File: src/assert_macros.svh
// ---------------------------------------------------------------------------
// assert_macros.svh
// Assertion shorthands shared by the RTL.
// ---------------------------------------------------------------------------
`ifndef ASSERT_MACROS_SVH
`define ASSERT_MACROS_SVH

// Same-cycle implication, sampled on clk, off while rst_n is low.
`define ASSERT_IMPLY(label, clk, rst_n, ante, cons) \
    label: assert property (@(posedge clk) disable iff (!(rst_n)) (ante) |-> (cons)) \
        else $error("implication check failed");

// Next-cycle implication, sampled on clk, off while rst_n is low.
`define ASSERT_NEXT(label, clk, rst_n, ante, cons) \
    label: assert property (@(posedge clk) disable iff (!(rst_n)) (ante) |=> (cons)) \
        else $error("next-cycle check failed");

`endif

File: src/fcgi_pkg.sv
// ---------------------------------------------------------------------------
// fcgi_pkg
// Types and constants for the record deframer.
// ---------------------------------------------------------------------------
package fcgi_pkg;

    localparam int unsigned BYTE_W = 8;
    localparam int unsigned REQ_W  = 16;
    localparam int unsigned LEN_W  = 16;
    localparam int unsigned KIND_W = 3;

    localparam logic [BYTE_W-1:0] VERSION_ONE = 8'd1;

    // Header walk: one phase per header byte, then content, padding, halt.
    typedef enum logic [3:0] {
        PH_VERSION  = 4'd0,
        PH_TYPE     = 4'd1,
        PH_REQ_HI   = 4'd2,
        PH_REQ_LO   = 4'd3,
        PH_LEN_HI   = 4'd4,
        PH_LEN_LO   = 4'd5,
        PH_PAD      = 4'd6,
        PH_RESERVED = 4'd7,
        PH_CONTENT  = 4'd8,
        PH_PADDING  = 4'd9,
        PH_HALTED   = 4'd10
    } phase_t;

    typedef enum logic [KIND_W-1:0] {
        KIND_CONTENT   = 3'd0,
        KIND_EMPTY     = 3'd1,
        KIND_BAD_VER   = 3'd2,
        KIND_TRUNCATED = 3'd3,
        KIND_CLEAN_END = 3'd4
    } kind_t;

endpackage

File: src/fastcgi_record_deframer.sv
// ---------------------------------------------------------------------------
// fastcgi_record_deframer
// Splits a connection byte stream into tagged record content bytes.
// ---------------------------------------------------------------------------
// Input channel (s_): one stream byte per item in s_tdata; s_tlast high marks
// the close of the stream, the data byte is then ignored.
// Output channel (m_): one result per item that produces one. m_tuser holds
// the result kind (content byte, empty record, bad version, truncated, clean
// end); m_tdata holds record type, request id and content byte; m_tlast marks
// the final content byte of a record or the empty-record result.
// Header bytes and padding bytes are consumed without a result.
// Each item is taken into the input register, decoded from there, and its result
// is registered in the result register that drives m_tvalid.
// Throughput: one item per cycle while m_tready does not stall the result side,
// set by the header state machine that sits between the input and result registers.
// Reset (aresetn low, synchronous) returns the walker to the version byte and
// empties both registers. After a bad version, a truncation or a clean end the
// block keeps accepting items but drops them until reset.
// When m_tready is low with a result pending, the decode stage holds and
// s_tready drops once the input register is also full; nothing is lost.
// ---------------------------------------------------------------------------
`include "assert_macros.svh"

module fastcgi_record_deframer (
    input  logic        aclk,
    input  logic        aresetn,
    // input stream
    input  logic        s_tvalid,
    output logic        s_tready,
    input  logic [7:0]  s_tdata,   // [7:0] in_byte
    input  logic        s_tlast,   // stream_end
    // result stream
    output logic        m_tvalid,
    input  logic        m_tready,
    output logic [31:0] m_tdata,   // [7:0] record_kind, [23:8] request_number,
                                   // [31:24] payload_byte
    output logic [2:0]  m_tuser,   // [2:0] kind
    output logic        m_tlast    // last_of_record
);

    // input register
    logic                           in_valid_reg;
    logic [fcgi_pkg::BYTE_W-1:0]    in_byte_reg;
    logic                           in_end_reg;

    // walker state
    fcgi_pkg::phase_t               phase_reg, phase_next;
    logic [fcgi_pkg::BYTE_W-1:0]    held_type_reg, held_type_next;
    logic [fcgi_pkg::REQ_W-1:0]     held_request_reg, held_request_next;
    logic [fcgi_pkg::LEN_W-1:0]     content_left_reg, content_left_next;
    logic [fcgi_pkg::BYTE_W-1:0]    padding_left_reg, padding_left_next;

    // result register
    logic                           out_valid_reg;
    fcgi_pkg::kind_t                out_kind_reg;
    logic [fcgi_pkg::BYTE_W-1:0]    out_type_reg;
    logic [fcgi_pkg::REQ_W-1:0]     out_request_reg;
    logic [fcgi_pkg::BYTE_W-1:0]    out_byte_reg;
    logic                           out_last_reg;

    // decode results
    logic                           res_valid;
    fcgi_pkg::kind_t                res_kind;
    logic [fcgi_pkg::BYTE_W-1:0]    res_type;
    logic [fcgi_pkg::REQ_W-1:0]     res_request;
    logic [fcgi_pkg::BYTE_W-1:0]    res_byte;
    logic                           res_last;

    logic                           proc_fire;
    fcgi_pkg::phase_t               after_content;

    // Decode stage advances when the result register can take a new value.
    assign proc_fire = in_valid_reg && (!out_valid_reg || m_tready);
    assign s_tready  = !in_valid_reg || proc_fire;

    assign after_content = (padding_left_reg != '0) ? fcgi_pkg::PH_PADDING
                                                    : fcgi_pkg::PH_VERSION;

    always_ff @(posedge aclk) begin
        if (!aresetn) begin
            in_valid_reg <= 1'b0;
        end else if (s_tready) begin
            in_valid_reg <= s_tvalid;
        end
        if (s_tready && s_tvalid) begin
            in_byte_reg <= s_tdata;
            in_end_reg  <= s_tlast;
        end
    end

    always_comb begin
        phase_next        = phase_reg;
        held_type_next    = held_type_reg;
        held_request_next = held_request_reg;
        content_left_next = content_left_reg;
        padding_left_next = padding_left_reg;
        res_valid         = 1'b0;
        res_kind          = fcgi_pkg::KIND_CONTENT;
        res_type          = '0;
        res_request       = '0;
        res_byte          = '0;
        res_last          = 1'b0;

        if (phase_reg != fcgi_pkg::PH_HALTED) begin
            if (in_end_reg) begin
                res_valid  = 1'b1;
                res_kind   = (phase_reg == fcgi_pkg::PH_VERSION) ? fcgi_pkg::KIND_CLEAN_END
                                                                 : fcgi_pkg::KIND_TRUNCATED;
                phase_next = fcgi_pkg::PH_HALTED;
            end else begin
                case (phase_reg)
                    fcgi_pkg::PH_VERSION: begin
                        if (in_byte_reg != fcgi_pkg::VERSION_ONE) begin
                            res_valid  = 1'b1;
                            res_kind   = fcgi_pkg::KIND_BAD_VER;
                            phase_next = fcgi_pkg::PH_HALTED;
                        end else begin
                            phase_next = fcgi_pkg::PH_TYPE;
                        end
                    end
                    fcgi_pkg::PH_TYPE: begin
                        held_type_next = in_byte_reg;
                        phase_next     = fcgi_pkg::PH_REQ_HI;
                    end
                    fcgi_pkg::PH_REQ_HI: begin
                        held_request_next = {in_byte_reg, 8'h00};
                        phase_next        = fcgi_pkg::PH_REQ_LO;
                    end
                    fcgi_pkg::PH_REQ_LO: begin
                        held_request_next = {held_request_reg[15:8], in_byte_reg};
                        phase_next        = fcgi_pkg::PH_LEN_HI;
                    end
                    fcgi_pkg::PH_LEN_HI: begin
                        content_left_next = {in_byte_reg, 8'h00};
                        phase_next        = fcgi_pkg::PH_LEN_LO;
                    end
                    fcgi_pkg::PH_LEN_LO: begin
                        content_left_next = {content_left_reg[15:8], in_byte_reg};
                        phase_next        = fcgi_pkg::PH_PAD;
                    end
                    fcgi_pkg::PH_PAD: begin
                        padding_left_next = in_byte_reg;
                        phase_next        = fcgi_pkg::PH_RESERVED;
                    end
                    fcgi_pkg::PH_RESERVED: begin
                        if (content_left_reg != '0) begin
                            phase_next = fcgi_pkg::PH_CONTENT;
                        end else begin
                            // empty record reported before any padding
                            res_valid   = 1'b1;
                            res_kind    = fcgi_pkg::KIND_EMPTY;
                            res_type    = held_type_reg;
                            res_request = held_request_reg;
                            res_last    = 1'b1;
                            phase_next  = after_content;
                        end
                    end
                    fcgi_pkg::PH_CONTENT: begin
                        content_left_next = content_left_reg - 16'd1;
                        res_valid         = 1'b1;
                        res_kind          = fcgi_pkg::KIND_CONTENT;
                        res_type          = held_type_reg;
                        res_request       = held_request_reg;
                        res_byte          = in_byte_reg;
                        res_last          = (content_left_reg == 16'd1);
                        if (content_left_reg == 16'd1) begin
                            phase_next = after_content;
                        end
                    end
                    fcgi_pkg::PH_PADDING: begin
                        padding_left_next = padding_left_reg - 8'd1;
                        if (padding_left_reg == 8'd1) begin
                            phase_next = fcgi_pkg::PH_VERSION;
                        end
                    end
                    default: begin
                        phase_next = fcgi_pkg::PH_HALTED;
                    end
                endcase
            end
        end
    end

    always_ff @(posedge aclk) begin
        if (!aresetn) begin
            phase_reg        <= fcgi_pkg::PH_VERSION;
            held_type_reg    <= '0;
            held_request_reg <= '0;
            content_left_reg <= '0;
            padding_left_reg <= '0;
        end else if (proc_fire) begin
            phase_reg        <= phase_next;
            held_type_reg    <= held_type_next;
            held_request_reg <= held_request_next;
            content_left_reg <= content_left_next;
            padding_left_reg <= padding_left_next;
        end
    end

    always_ff @(posedge aclk) begin
        if (!aresetn) begin
            out_valid_reg <= 1'b0;
        end else if (proc_fire && res_valid) begin
            out_valid_reg <= 1'b1;
        end else if (m_tready) begin
            out_valid_reg <= 1'b0;
        end
        if (proc_fire && res_valid) begin
            out_kind_reg    <= res_kind;
            out_type_reg    <= res_type;
            out_request_reg <= res_request;
            out_byte_reg    <= res_byte;
            out_last_reg    <= res_last;
        end
    end

    assign m_tvalid = out_valid_reg;
    assign m_tuser  = out_kind_reg;
    assign m_tdata  = {out_byte_reg, out_request_reg, out_type_reg};
    assign m_tlast  = out_last_reg;

    // once halted with nothing pending, no further result appears
    `ASSERT_NEXT(a_halt_silent, aclk, aresetn,
        (phase_reg == fcgi_pkg::PH_HALTED) && !out_valid_reg, !out_valid_reg)
    // terminal results are only produced on the way into the halt state
    `ASSERT_IMPLY(a_term_halts, aclk, aresetn,
        out_valid_reg && (out_kind_reg == fcgi_pkg::KIND_BAD_VER ||
        out_kind_reg == fcgi_pkg::KIND_TRUNCATED || out_kind_reg == fcgi_pkg::KIND_CLEAN_END),
        phase_reg == fcgi_pkg::PH_HALTED)
    // empty-record result always closes its record
    `ASSERT_IMPLY(a_empty_last, aclk, aresetn,
        out_valid_reg && (out_kind_reg == fcgi_pkg::KIND_EMPTY), out_last_reg)
    // content phase never runs with nothing left to pass
    `ASSERT_IMPLY(a_content_nonzero, aclk, aresetn,
        phase_reg == fcgi_pkg::PH_CONTENT, content_left_reg != '0)

endmodule
File: config.mk
export PLATFORM = sky130hd
export DESIGN_NAME = fastcgi_record_deframer
export DESIGN_NICKNAME = d
export VERILOG_FILES = /design/src/fcgi_pkg.sv /design/src/fastcgi_record_deframer.sv
export VERILOG_INCLUDE_DIRS = /design/src /design/src/src
export SDC_FILE = /design/constraint.sdc
export NUM_CORES = 1
export LEC_CHECK = 0
export ABC_AREA = 1
export ABC_CLOCK_PERIOD_IN_PS = 3400
export BUFFER_PORTS_ARGS = -buffer_cell sky130_fd_sc_hd__buf_2
export CAP_MARGIN = 20
export CORE_MARGIN = 1
export CORE_UTILIZATION = 63
export DETAILED_ROUTE_END_ITERATION = 10
export MAX_ROUTING_LAYER = met4
export PLACE_DENSITY = 0.88
export SKIP_LAST_GASP = 1
export SLEW_MARGIN = 20
export SYNTH_ARGS = -nofsm -noshare
export SYNTH_HDL_FRONTEND = slang
export SYNTH_SLANG_ARGS = --single-unit
File: constraint.sdc
create_clock -name aclk -period 3.4 [get_ports aclk]
set_input_delay 0.51 -clock aclk [delete_from_list [all_inputs] [get_ports aclk]]
set_output_delay 0.51 -clock aclk [all_outputs]
set_load 0.05 [all_outputs]
# Word-level counts from Yosys, hierarchy flattened
# Index checks and enable logic that the tools add are counted.
[totals] romBits=0 mem_count=0 output_inout_bits=38 latchBits=0 input_bits=13 regBits=99 word_cells=89 mem_bits_rw=0
[classes] n_addsub=2 reduce_logical=24 magnitude_cmp=0 bitwise=5 n_div=0 n_mux=27 shift=0 mul=0 eq_ne=15
[ops] op="16-bit one-hot mux with 2 select lines" n=2
[ops] op="16-bit one-hot mux with 3 select lines" n=1
[ops] op="4-bit one-hot mux with 10 select lines" n=1
[ops] op="8-bit one-hot mux with 2 select lines" n=2
[ops] op="4-bit two-way mux" n=6
[ops] op="4-bit AND reduction" n=5
[ops] op="16-bit by 1-bit == test with 1-bit output, second input constant" n=1
[ops] op="4-bit by 3-bit == test with 1-bit output, second input constant" n=4
[ops] op="16-bit two-way mux" n=1
[ops] op="16-bit nonzero test" n=1
[ops] op="16-bit by 1-bit subtractor with 16-bit output, second input constant" n=1
[ops] op="5-bit AND reduction" n=2
[ops] op="4-bit by 2-bit == test with 1-bit output, second input constant" n=2
[ops] op="4-bit == test, second input constant" n=2
[ops] op="8-bit by 1-bit == test with 1-bit output, second input constant" n=1
[ops] op="8-bit two-way mux" n=1
[ops] op="8-bit by 1-bit != test with 1-bit output, second input constant" n=1
[ops] op="2-bit nonzero test" n=4
[ops] op="8-bit nonzero test" n=1
[ops] op="8-bit by 1-bit subtractor with 8-bit output, second input constant" n=1
[ops] op="1-bit two-way mux" n=7
[ops] op="3-bit two-way mux" n=2
[ops] op="3-bit != test, second input constant" n=2
[ops] op="1-bit NOT" n=5
[ops] op="other kinds (13)" n=17

# Longest topological paths before layout
# Gate-level depths: netlist of run 1.
[logic_depth] ltp_word=7 ltp_mapped=11

# Worst setup path after synthesis of run 1
# OpenSTA, ideal clock, no wires.
[synth_path] kind="flip-flop to flip-flop" from="register content_left_reg[0] (netlist bit)" to="register out_last_reg (netlist: m_tlast) (enable)" path_stages_with_launch=9 arrival_ps=1880 period_less_slack_ps=2270 t_required_ps=3009 path_buffers=0 setup_slack_ps=1130 cell_sequence="dfxtp_1 -> inv_1 -> ha_1 -> nand2_1 -> nor2_4 -> nand3_2 -> nand2_2 -> o21bai_1 -> inv_1"
[synth_between] elab_chain_cells=6
[synth_rtl] item="start: declaration" line_no="fastcgi_record_deframer.sv:50" source="logic [fcgi_pkg::LEN_W-1:0] content_left_reg, content_left_next;"
[synth_rtl] item="start signal: assignment" line_no="fastcgi_record_deframer.sv:195" source="content_left_reg <= content_left_next;"
[synth_rtl] item="16-bit nonzero test" line_no="fastcgi_record_deframer.sv:146" source="if (content_left_reg != '0) begin"
[synth_rtl] item="1-bit two-way mux" line_no="fastcgi_record_deframer.sv:146"
[synth_rtl] item="1-bit one-hot mux with 3 select lines" line_no="fastcgi_record_deframer.sv:111" source="case (phase_reg)"
[synth_rtl] item="1-bit two-way mux" line_no="fastcgi_record_deframer.sv:105" source="if (in_end_reg) begin"
[synth_rtl] item="1-bit two-way mux" line_no="fastcgi_record_deframer.sv:104" source="if (phase_reg != fcgi_pkg::PH_HALTED) begin"
[synth_rtl] item="1-bit logical AND" line_no="fastcgi_record_deframer.sv:208" source="if (proc_fire && res_valid) begin"
[synth_rtl] item="end signal: assignment" line_no="fastcgi_record_deframer.sv:213" source="out_last_reg <= res_last;"
[synth_rtl] item="end: declaration" line_no="fastcgi_record_deframer.sv:59" source="logic out_last_reg;"
# No other way between the ends.
# A chain may end at the register's enable or synchronous reset.

# Worst setup path after layout of run 1
[layout_path] from="register content_left_reg[0] (netlist bit)" to="register out_byte_reg[4] (netlist bit) (enable)"
[layout_between] elab_chain_cells=6
[layout_rtl] item="16-bit nonzero test" line_no="fastcgi_record_deframer.sv:146"
[layout_rtl] item="1-bit two-way mux" line_no="fastcgi_record_deframer.sv:146"
[layout_rtl] item="1-bit one-hot mux with 3 select lines" line_no="fastcgi_record_deframer.sv:111"
[layout_rtl] item="1-bit two-way mux" line_no="fastcgi_record_deframer.sv:105"
[layout_rtl] item="1-bit two-way mux" line_no="fastcgi_record_deframer.sv:104"
[layout_rtl] item="1-bit logical AND" line_no="fastcgi_record_deframer.sv:208"
[layout_rtl] item="end signal: assignment" line_no="fastcgi_record_deframer.sv:212" source="out_byte_reg <= res_byte;"
[layout_rtl] item="end: declaration" line_no="fastcgi_record_deframer.sv:58" source="logic [fcgi_pkg::BYTE_W-1:0] out_byte_reg;"
# No other way between the ends.

==> impl_metrics.csv, run 1 <==
group,metric,value,unit
die,dieArea,7630,um2
power,power.density,455,nW/um2
synthesis,ys_types,38,
die,die_h,87.4,um
layout,area_growth,10.6,%
clock_tree,htree_levels,3,
outcome,status,"finished, final reports clean",
synthesis,synth.most_common_cell,"nand2_1",
min_path,min_path_type,"in2reg",
synthesis,yosysWarnings,0,
die,initial_core_util,66.4,%
synthesis,synth_area,4590,um2
clock_tree,cts-root-buf,"clkbuf_8",
routing,vias,3870,
die,io_pins,51,
power,leakage,2.01,nW
run,drv_cap,0,
synthesis,synthTopCellsByArea,"edfxtp_1 29%, dfxtp_1 24%, a21oi_1 7.6%, nand2_1 7.4%, nor2_1 6.3%",
timing,final-hold-violation-count,0,
synthesis,yosysSeqAreaShare,53.0,%
layout,drive_gt1_share,18.4,%
die,rows,30,
critical_path,endpoint_kind,"flip-flop",
grt,antenna_found_initial,0,
timing,fmax,455,MHz
synthesis,synthDominantCellAreaShare,29.4,%
placed_design,port_buffers,50,
synthesis,synth_edf_count,45,
critical_path,crit_path_start_kind,"flip-flop",
clock_tree,cts_made_buffers,9,
clock_tree,cts_tree,"built",
placed_design,hpwl,7490,um
routing,drc,0,
layout,nNetsFinal,615,
clock_tree,clock_path_buffers,2,
timing,slew_violations,0,
timing,finalSetupViolations,0,
clock_tree,ctsResizeCount,0,
synthesis,synth.net_count,564,
timing,clock_skew,0.00642,ns
clock_tree,hold_buffers,0,
die,fp.coreArea,6910,um2
synthesis,synth_ff_type,"dfxtp_1",
synthesis,synthCells,547,
clock_tree,cts_sinks,99,
layout,fin_area,5070,um2
clock_tree,insertion_delay,0.38,ns
clock_tree,clk_pin_slew_worst_paths,0.10,ns
routing,drt_iter0_drc,272,
critical_path,crit_type,"reg2reg",
layout,num_antenna_cells,0,
grt,grt_pass1_wl,17100,um
synthesis,synth_seq_cells,99,
grt,grt_pass1_vias,3630,
die,die_w,87.4,um
synthesis,syn_area_per_cell,8.39,um2
grt,grt_use_total,30.9,%
critical_path,critPathMaxFanout,36,
timing,rsz0062_at_grt,"no",
synthesis,yosys.area.top_type,"edfxtp_1",
placed_design,routabilityCongestion,0.955,
grt,grt_max_degree,37,
critical_path,cp_data_arrival_time,2.23,ns
grt,grt_overflow,0,
power,irDropWorstVdd,0.204,mV
placed_design,postPlaceCellArea,4890,um2
routing,antenna_left,0,
timing,worst_pin_slew,0.619,ns
synthesis,ys_top_cells_by_count,"91 x nand2_1, 77 x nor2_1, 70 x a21oi_1",
clock_tree,post-cts-setup-buffers,0,
critical_path,crit_required,3.44,ns
timing,period_minus_slack,2.20,ns
synthesis,postSynth.asyncResetShare,0,%
timing,slew_headroom,58.7,%
timing,post-route-period-util,64.6,%
routing,drt_first_pass_iters,5,
routing,avgViaCountPerCell,5.54,
timing,fin_tns_setup,0,ns
power,p_total,2.31,mW
routing,drt-wirelength-per-cell,15.3,um
routing,drt-total-wl,10700,um
-- per-layer routing --
layer	GRT usage, %	wire length [um]
met1	37.4	4330
met2	50.2	5270
met3	5.40	735
met4	15.1	342
met5	-	0
-- area by class of cell --
class / count / area (um2)
Clock inverter: 7 / 56.3
Sequential cell: 99 / 2430
Fill cell: 521 / 1830
Timing Repair Buffer: 52 / 265
Multi-Input combinational cell: 363 / 1790
Tap cell: 96 / 120
Clock buffer: 9 / 124
Inverter: 73 / 287
-- kinds of logic after synthesis --
family / count (synthesis) / synth area share (%)
xor gates and xnor gates: 1 / 0.191
and+or+nand+nor: 225 / 22.4
AOI/OAI and AO/OA: 133 / 15.3
DFF: 99 / 53.0
adders and majority gates: 4 / 1.09
buffers and inverters: 85 / 8.02
-- power by group --
group          internal [mW]  switching [mW]
Combinational         0.0699           0.210
Sequential              1.28          0.0306
Clock                  0.278           0.440
Total                   1.63           0.681
-- through the flow --
stage	worst slack [ns]	utilization (%)	std cells	hold slack, ns
2_1_floorplan	1.13	-	547	0.430
3_3_place_gp	1.29	70.9	683	0.440
3_5_place_dp	1.23	70.9	683	0.445
4_1_cts	1.20	73.5	699	0.296
5_1_grt	1.02	73.5	699	0.295
6_report	1.20	73.5	699	0.300
-- worst max-delay path, stage by stage (launching register included) --
cell and delay [ns]:
dfxtp_1 0.36, inv_1 0.09, ha_1 0.23, nand2_1 0.16, nor2_4 0.20, nand3_2 0.13
nand2_2 0.13, o21bai_1 0.11, inv_1 0.06, buf_4 0.38
-- layout by cell type (no fill, tap or decap), types with 7 or more instances in the layout --
master	instances
nor2_1	77
dfxtp_1	54
nand2_1	91
nor2_2	9
inv_2	10
a21oi_1	70
nand3_1	24
o21ai_0	47
inv_1	61
clkbuf_8	9
nor2_4	7
buf_2	50
edfxtp_1	45
-- worst paths after layout --
path                                     from                             to  slack, ns  cells past startpoint
max          content_left_reg[0]$_SDFFE_PN0P_  out_byte_reg[4]$_SDFFCE_PP0P_       1.20                      9
min                                s_tdata[5]       in_byte_reg[5]$_DFFE_PP_       0.30                      1
max reg2reg  content_left_reg[0]$_SDFFE_PN0P_  out_byte_reg[4]$_SDFFCE_PP0P_       1.20                      9
min reg2reg     held_type_reg[3]$_SDFFE_PN0P_  held_type_reg[3]$_SDFFE_PN0P_       0.47                      2
Power figures use the tool's default switching activity.
==> run 2: changes to the inputs <==
- ABC_CLOCK_PERIOD_IN_PS: 3400 -> 2300
- CORE_UTILIZATION: 63 -> 58
- PLACE_DENSITY: 0.88 -> 0.82
- clock period: 3.4 -> 2.3 ns (I/O delays scaled with it)
==> impl_metrics.csv, run 2 (synthesis gave the netlist of run 1 again) <==
group,metric,value,unit
outcome,status,"finished, final reports clean",
routing,antenna_left,0,
power,irDropWorstVdd,0.315,mV
grt,grt_pass1_vias,3573,
critical_path,endpoint_kind,"flip-flop",
placed_design,port_buffers,50,
timing,fmax,498,MHz
clock_tree,ctsResizeCount,0,
critical_path,worstPathCellList,"inv_1, ha_1, nand2_1, nor2_4, nand3_2, nand2_2, o21bai_1, inv_1, buf_12",
grt,grt_pass1_wl,17000,um
grt,globalRouteMet1Util,34.5,%
timing,worst_pin_slew,0.639,ns
grt,grt_max_degree,36,
placed_design,hpwl,7600,um
timing,clock_skew,0.00905,ns
critical_path,worst_path_most_repeated_cell,"inv_1",
clock_tree,hold_buffers,0,
routing,drc,0,
routing,drt-total-wl,10600,um
run,drv_cap,0,
clock_tree,cts_made_buffers,9,
clock_tree,post-cts-setup-buffers,0,
critical_path,worstReg2RegEnd,"m_tuser[0]$_SDFFCE_PP0P_",
critical_path,crit_required,2.37,ns
clock_tree,cts-root-buf,"clkbuf_8",
min_path,min_from,"s_tdata[0]",
layout,num_antenna_cells,0,
critical_path,crit_type,"reg2reg",
clock_tree,htree_levels,3,
timing,period_minus_slack,2.01,ns
timing,final-hold-violation-count,0,
layout,drive_gt1_share,19.3,%
routing,avgViaCountPerCell,5.40,
power,leakage,2.06,nW
die,rows,32,
die,die_w,91.0,um
grt,grt_busiest_layer,"met2",
grt,grt_use_total,27.5,%
grt,use_met2,43.9,%
die,die_h,91.0,um
layout,final_common_cell,"nand2_1",
die,io_pins,51,
placed_design,routabilityCongestion,1.04,
critical_path,cp_data_arrival_time,2.08,ns
layout,nFillCells,649,
clock_tree,insertion_delay,0.36,ns
critical_path,worst-path-buf-inv,3,
layout,nNetsFinal,624,
critical_path,ff2ff_path_depth,9,
layout,fin_area,5180,um2
critical_path,cpMaxStageDelayCell,"dfxtp_1",
critical_path,slowest_delay,0.31,ns
clock_tree,cts_sinks,99,
clock_tree,clk_pin_slew_worst_paths,0.10,ns
power,power.density,674,nW/um2
routing,vias,3856,
routing,drt-wirelength-per-cell,14.9,um
timing,fin_tns_setup,0,ns
min_path,min_path_type,"in2reg",
die,dieArea,8270,um2
critical_path,reg2reg_slack,0.29,ns
placed_design,postPlaceCellArea,4980,um2
grt,use_met3,5.19,%
clock_tree,cts_tree,"built",
grt,grt_overflow,0,
timing,rsz0062_at_grt,"no",
min_path,worstHoldEndpoint,"in_byte_reg[0]$_DFFE_PP_",
die,initial_core_util,59.7,%
clock_tree,clock_path_buffers,2,
routing,drt_first_pass_iters,5,
critical_path,critPathMaxFanout,28,
timing,post-route-period-util,87.3,%
min_path,holdPathStages,1,
layout,final_cell_mix,"91 x nand2_1, 77 x nor2_1, 70 x a21oi_1, 61 x inv_1, 54 x dfxtp_1",
die,fp.coreArea,7690,um2
grt,antenna_found_initial,0,
timing,slew_violations,0,
critical_path,r2r_start,"content_left_reg[1]$_SDFFE_PN0P_",
timing,slew_headroom,57.2,%
critical_path,crit_path_start_kind,"flip-flop",
critical_path,crit_family,"simple AND/OR/NAND/NOR gates",
routing,drt_iter0_drc,299,
layout,area_growth,12.9,%
timing,finalSetupViolations,0,
## run 2: changes by cell type in the layout (fill, tap and decap cells not counted), sizes merged
cell    delta
clkinv     -1
clkbuf     +1
inv        -1
bufinv     +1
buf        +9
## run 2: area by class of cell
type / count / area (um2) / share of cell area, %
tap: 102 / 128 / 2.46
sequential: 99 / 2430 / 47.0
clock buffer: 10 / 128 / 2.46
timing repair buffer: 61 / 345 / 6.67
multi-input combinational: 363 / 1790 / 34.5
clock inverter: 6 / 71.3 / 1.38
inverter: 73 / 287 / 5.53
## run 2: through the flow
step	util [%]	total power [mW]	instances	hold slack, ns	setup WS (ns)
final	67.4	3.49	714	0.148	0.293
after global routing	67.4	3.63	714	0.125	0.170
after CTS	67.4	3.50	714	0.140	0.304
after detailed placement	64.8	2.41	698	0.450	0.322
after global placement	64.8	2.40	698	0.440	0.384
after floorplan	-	2.29	547	0.430	0.0295
## run 2: worst register-to-register path: cells and delay by family, from the launching register on
family	cells	cell delay [ns]
adders and majority gates	1	0.23
and+or+nand+nor	4	0.61
buffers and inverters	3	0.45
AOI/OAI and AO/OA	1	0.11
DFF	1	0.31
## run 2: worst max-delay path by stage
stage                                          start                               end  slack, ns  depth (start not counted)
floorplan           content_left_reg[0]$_SDFFE_PN0P_             m_tlast$_SDFFCE_PP0P_       0.03                          8
global placement            in_byte_reg[7]$_DFFE_PP_          m_tuser[0]$_SDFFCE_PP0P_       0.38                          9
detailed placement  content_left_reg[0]$_SDFFE_PN0P_  out_request_reg[4]$_SDFFCE_PP0P_       0.32                          9
CTS                 content_left_reg[1]$_SDFFE_PN0P_  out_request_reg[9]$_SDFFCE_PP0P_       0.30                          9
global route        content_left_reg[1]$_SDFFE_PN0P_  out_request_reg[9]$_SDFFCE_PP0P_       0.17                          9
finish              content_left_reg[1]$_SDFFE_PN0P_          m_tuser[0]$_SDFFCE_PP0P_       0.29                          9
## run 2: routing by layer
| layer | wire (um) | share of wire, % |
|---|---|---|
| met1 | 4480 | 42 |
| met2 | 5080 | 48 |
| met3 | 729 | 6.9 |
| met4 | 317 | 3.0 |
| met5 | 0 | 0 |
## run 2: power breakdown
part / internal [mW] / total, mW / switching, mW
combinational: 0.117 / 0.444 / 0.327
sequential: 1.89 / 1.93 / 0.0349
clock: 0.517 / 1.12 / 0.603
==> run 3: changes to the inputs <==
- PLACE_DENSITY: 0.82 -> default
- PLACE_DENSITY_LB_ADDON: default -> 0.15
==> impl_metrics.csv, run 3 (synthesis gave the netlist of run 1 again) <==
group,metric,value,unit
critical_path,critPathMaxFanout,27,
layout,nNetsFinal,624,
timing,slew_violations,0,
power,leakage,2.06,nW
clock_tree,clock_path_buffers,2,
placed_design,port_buffers,50,
timing,finalSetupViolations,0,
die,fp.coreArea,7690,um2
routing,antenna_left,0,
routing,vias,3773,
critical_path,crit_path_start_kind,"flip-flop",
min_path,min_from,"s_tdata[6]",
timing,slew_headroom,58.2,%
critical_path,worstReg2RegEnd,"out_request_reg[7]$_SDFFCE_PP0P_",
layout,drive_gt1_share,19.4,%
outcome,status,"finished, final reports clean",
timing,rsz0062_at_grt,"no",
timing,fmax,505,MHz
timing,clock_skew,0.00996,ns
critical_path,crit_required,2.42,ns
routing,drt_first_pass_iters,5,
grt,antenna_found_initial,0,
timing,worst_pin_slew,0.623,ns
critical_path,cp_data_arrival_time,2.11,ns
min_path,min_path_type,"in2reg",
clock_tree,cts_tree,"built",
die,dieArea,8270,um2
die,initial_core_util,59.7,%
clock_tree,post-cts-setup-buffers,0,
grt,grt_pass1_vias,3647,
critical_path,reg2reg_slack,0.32,ns
routing,drt_iter0_drc,236,
timing,post-route-period-util,86.2,%
grt,grt_overflow,0,
clock_tree,cts-root-buf,"clkbuf_8",
layout,final_cell_mix,"91 x nand2_1, 77 x nor2_1, 70 x a21oi_1, 61 x inv_1, 54 x dfxtp_1",
grt,grt_max_degree,36,
timing,fin_tns_setup,0,ns
clock_tree,clk_pin_slew_worst_paths,0.10,ns
critical_path,crit_type,"reg2reg",
routing,drc,0,
clock_tree,cts_made_buffers,9,
clock_tree,cts_sinks,99,
critical_path,r2r_start,"in_byte_reg[7]$_DFFE_PP_",
placed_design,postPlaceCellArea,4980,um2
placed_design,hpwl,7680,um
min_path,worstHoldEndpoint,"in_byte_reg[6]$_DFFE_PP_",
critical_path,ff2ff_path_depth,9,
die,die_h,91.0,um
clock_tree,htree_levels,3,
critical_path,endpoint_kind,"flip-flop",
timing,period_minus_slack,1.98,ns
routing,drt-wirelength-per-cell,15.0,um
layout,fin_area,5180,um2
routing,avgViaCountPerCell,5.28,
die,die_w,91.0,um
placed_design,routabilityCongestion,0.949,
power,irDropWorstVdd,0.466,mV
layout,area_growth,12.9,%
timing,final-hold-violation-count,0,
layout,nFillCells,652,
power,power.density,683,nW/um2
clock_tree,hold_buffers,0,
die,io_pins,51,
clock_tree,ctsResizeCount,0,
layout,num_antenna_cells,0,
routing,drt-total-wl,10700,um
grt,grt_pass1_wl,17600,um
grt,grt_use_total,28.4,%
run,drv_cap,0,
layout,final_common_cell,"nand2_1",
die,rows,32,
min_path,holdPathStages,1,
clock_tree,insertion_delay,0.37,ns
[run 3: final cells by class]
cell class                      instances  area (um2)  share of cell area (%)
Inverter                               73         287                    5.53
Tap cell                              102         128                    2.46
Multi-Input combinational cell        363        1790                    34.5
Sequential cell                        99        2430                    46.9
Timing Repair Buffer                   61         345                    6.67
Clock buffer                           10         128                    2.46
Clock inverter                          6        72.6                    1.40
[run 3: power by group]
part	internal (mW)	switching (mW)
clock network	0.520	0.650
logic	0.116	0.325
registers	1.89	0.0352
[run 3: worst max path at each step]
stage               cells after the start  slack (ns)                        startpoint                               end
global route                            9        0.19  content_left_reg[0]$_SDFFE_PN0P_  out_request_reg[7]$_SDFFCE_PP0P_
global placement                        9        0.43  content_left_reg[0]$_SDFFE_PN0P_     out_type_reg[5]$_SDFFCE_PP0P_
detailed placement                      9        0.37  content_left_reg[0]$_SDFFE_PN0P_  out_request_reg[2]$_SDFFCE_PP0P_
finish                                  9        0.32          in_byte_reg[7]$_DFFE_PP_  out_request_reg[7]$_SDFFCE_PP0P_
floorplan                               8        0.03  content_left_reg[0]$_SDFFE_PN0P_             m_tlast$_SDFFCE_PP0P_
CTS                                     9        0.34  content_left_reg[1]$_SDFFE_PN0P_  out_request_reg[4]$_SDFFCE_PP0P_
[run 3: layer usage]
layer,up-vias,track usage [%],share of wire [%]
li1,1915,-,-
met1,1712,34.8,44
met2,125,46.0,47
met3,21,5.53,5.9
met4,0,12.4,2.6
met5,-,-,0
[run 3: worst max-delay path, stage by stage (launching register included)]
cell and delay [ns]:
edfxtp_1 0.52, inv_1 0.15, nand2_1 0.07, nor3_1 0.18
nand2_1 0.13, nand2_1 0.15, nand2_1 0.07, o21bai_1 0.17
inv_1 0.11, buf_12 0.18
[run 3: stage by stage]
step / setup WS [ns] / cells / total power [mW] / utilization [%] / hold slack, ns
2_1_floorplan: 0.0295 / 547 / 2.29 / - / 0.430
3_3_place_gp: 0.429 / 698 / 2.40 / 64.8 / 0.439
3_5_place_dp: 0.370 / 698 / 2.41 / 64.8 / 0.444
4_1_cts: 0.341 / 714 / 3.54 / 67.4 / 0.139
5_1_grt: 0.193 / 714 / 3.65 / 67.4 / 0.127
6_report: 0.318 / 714 / 3.54 / 67.4 / 0.145
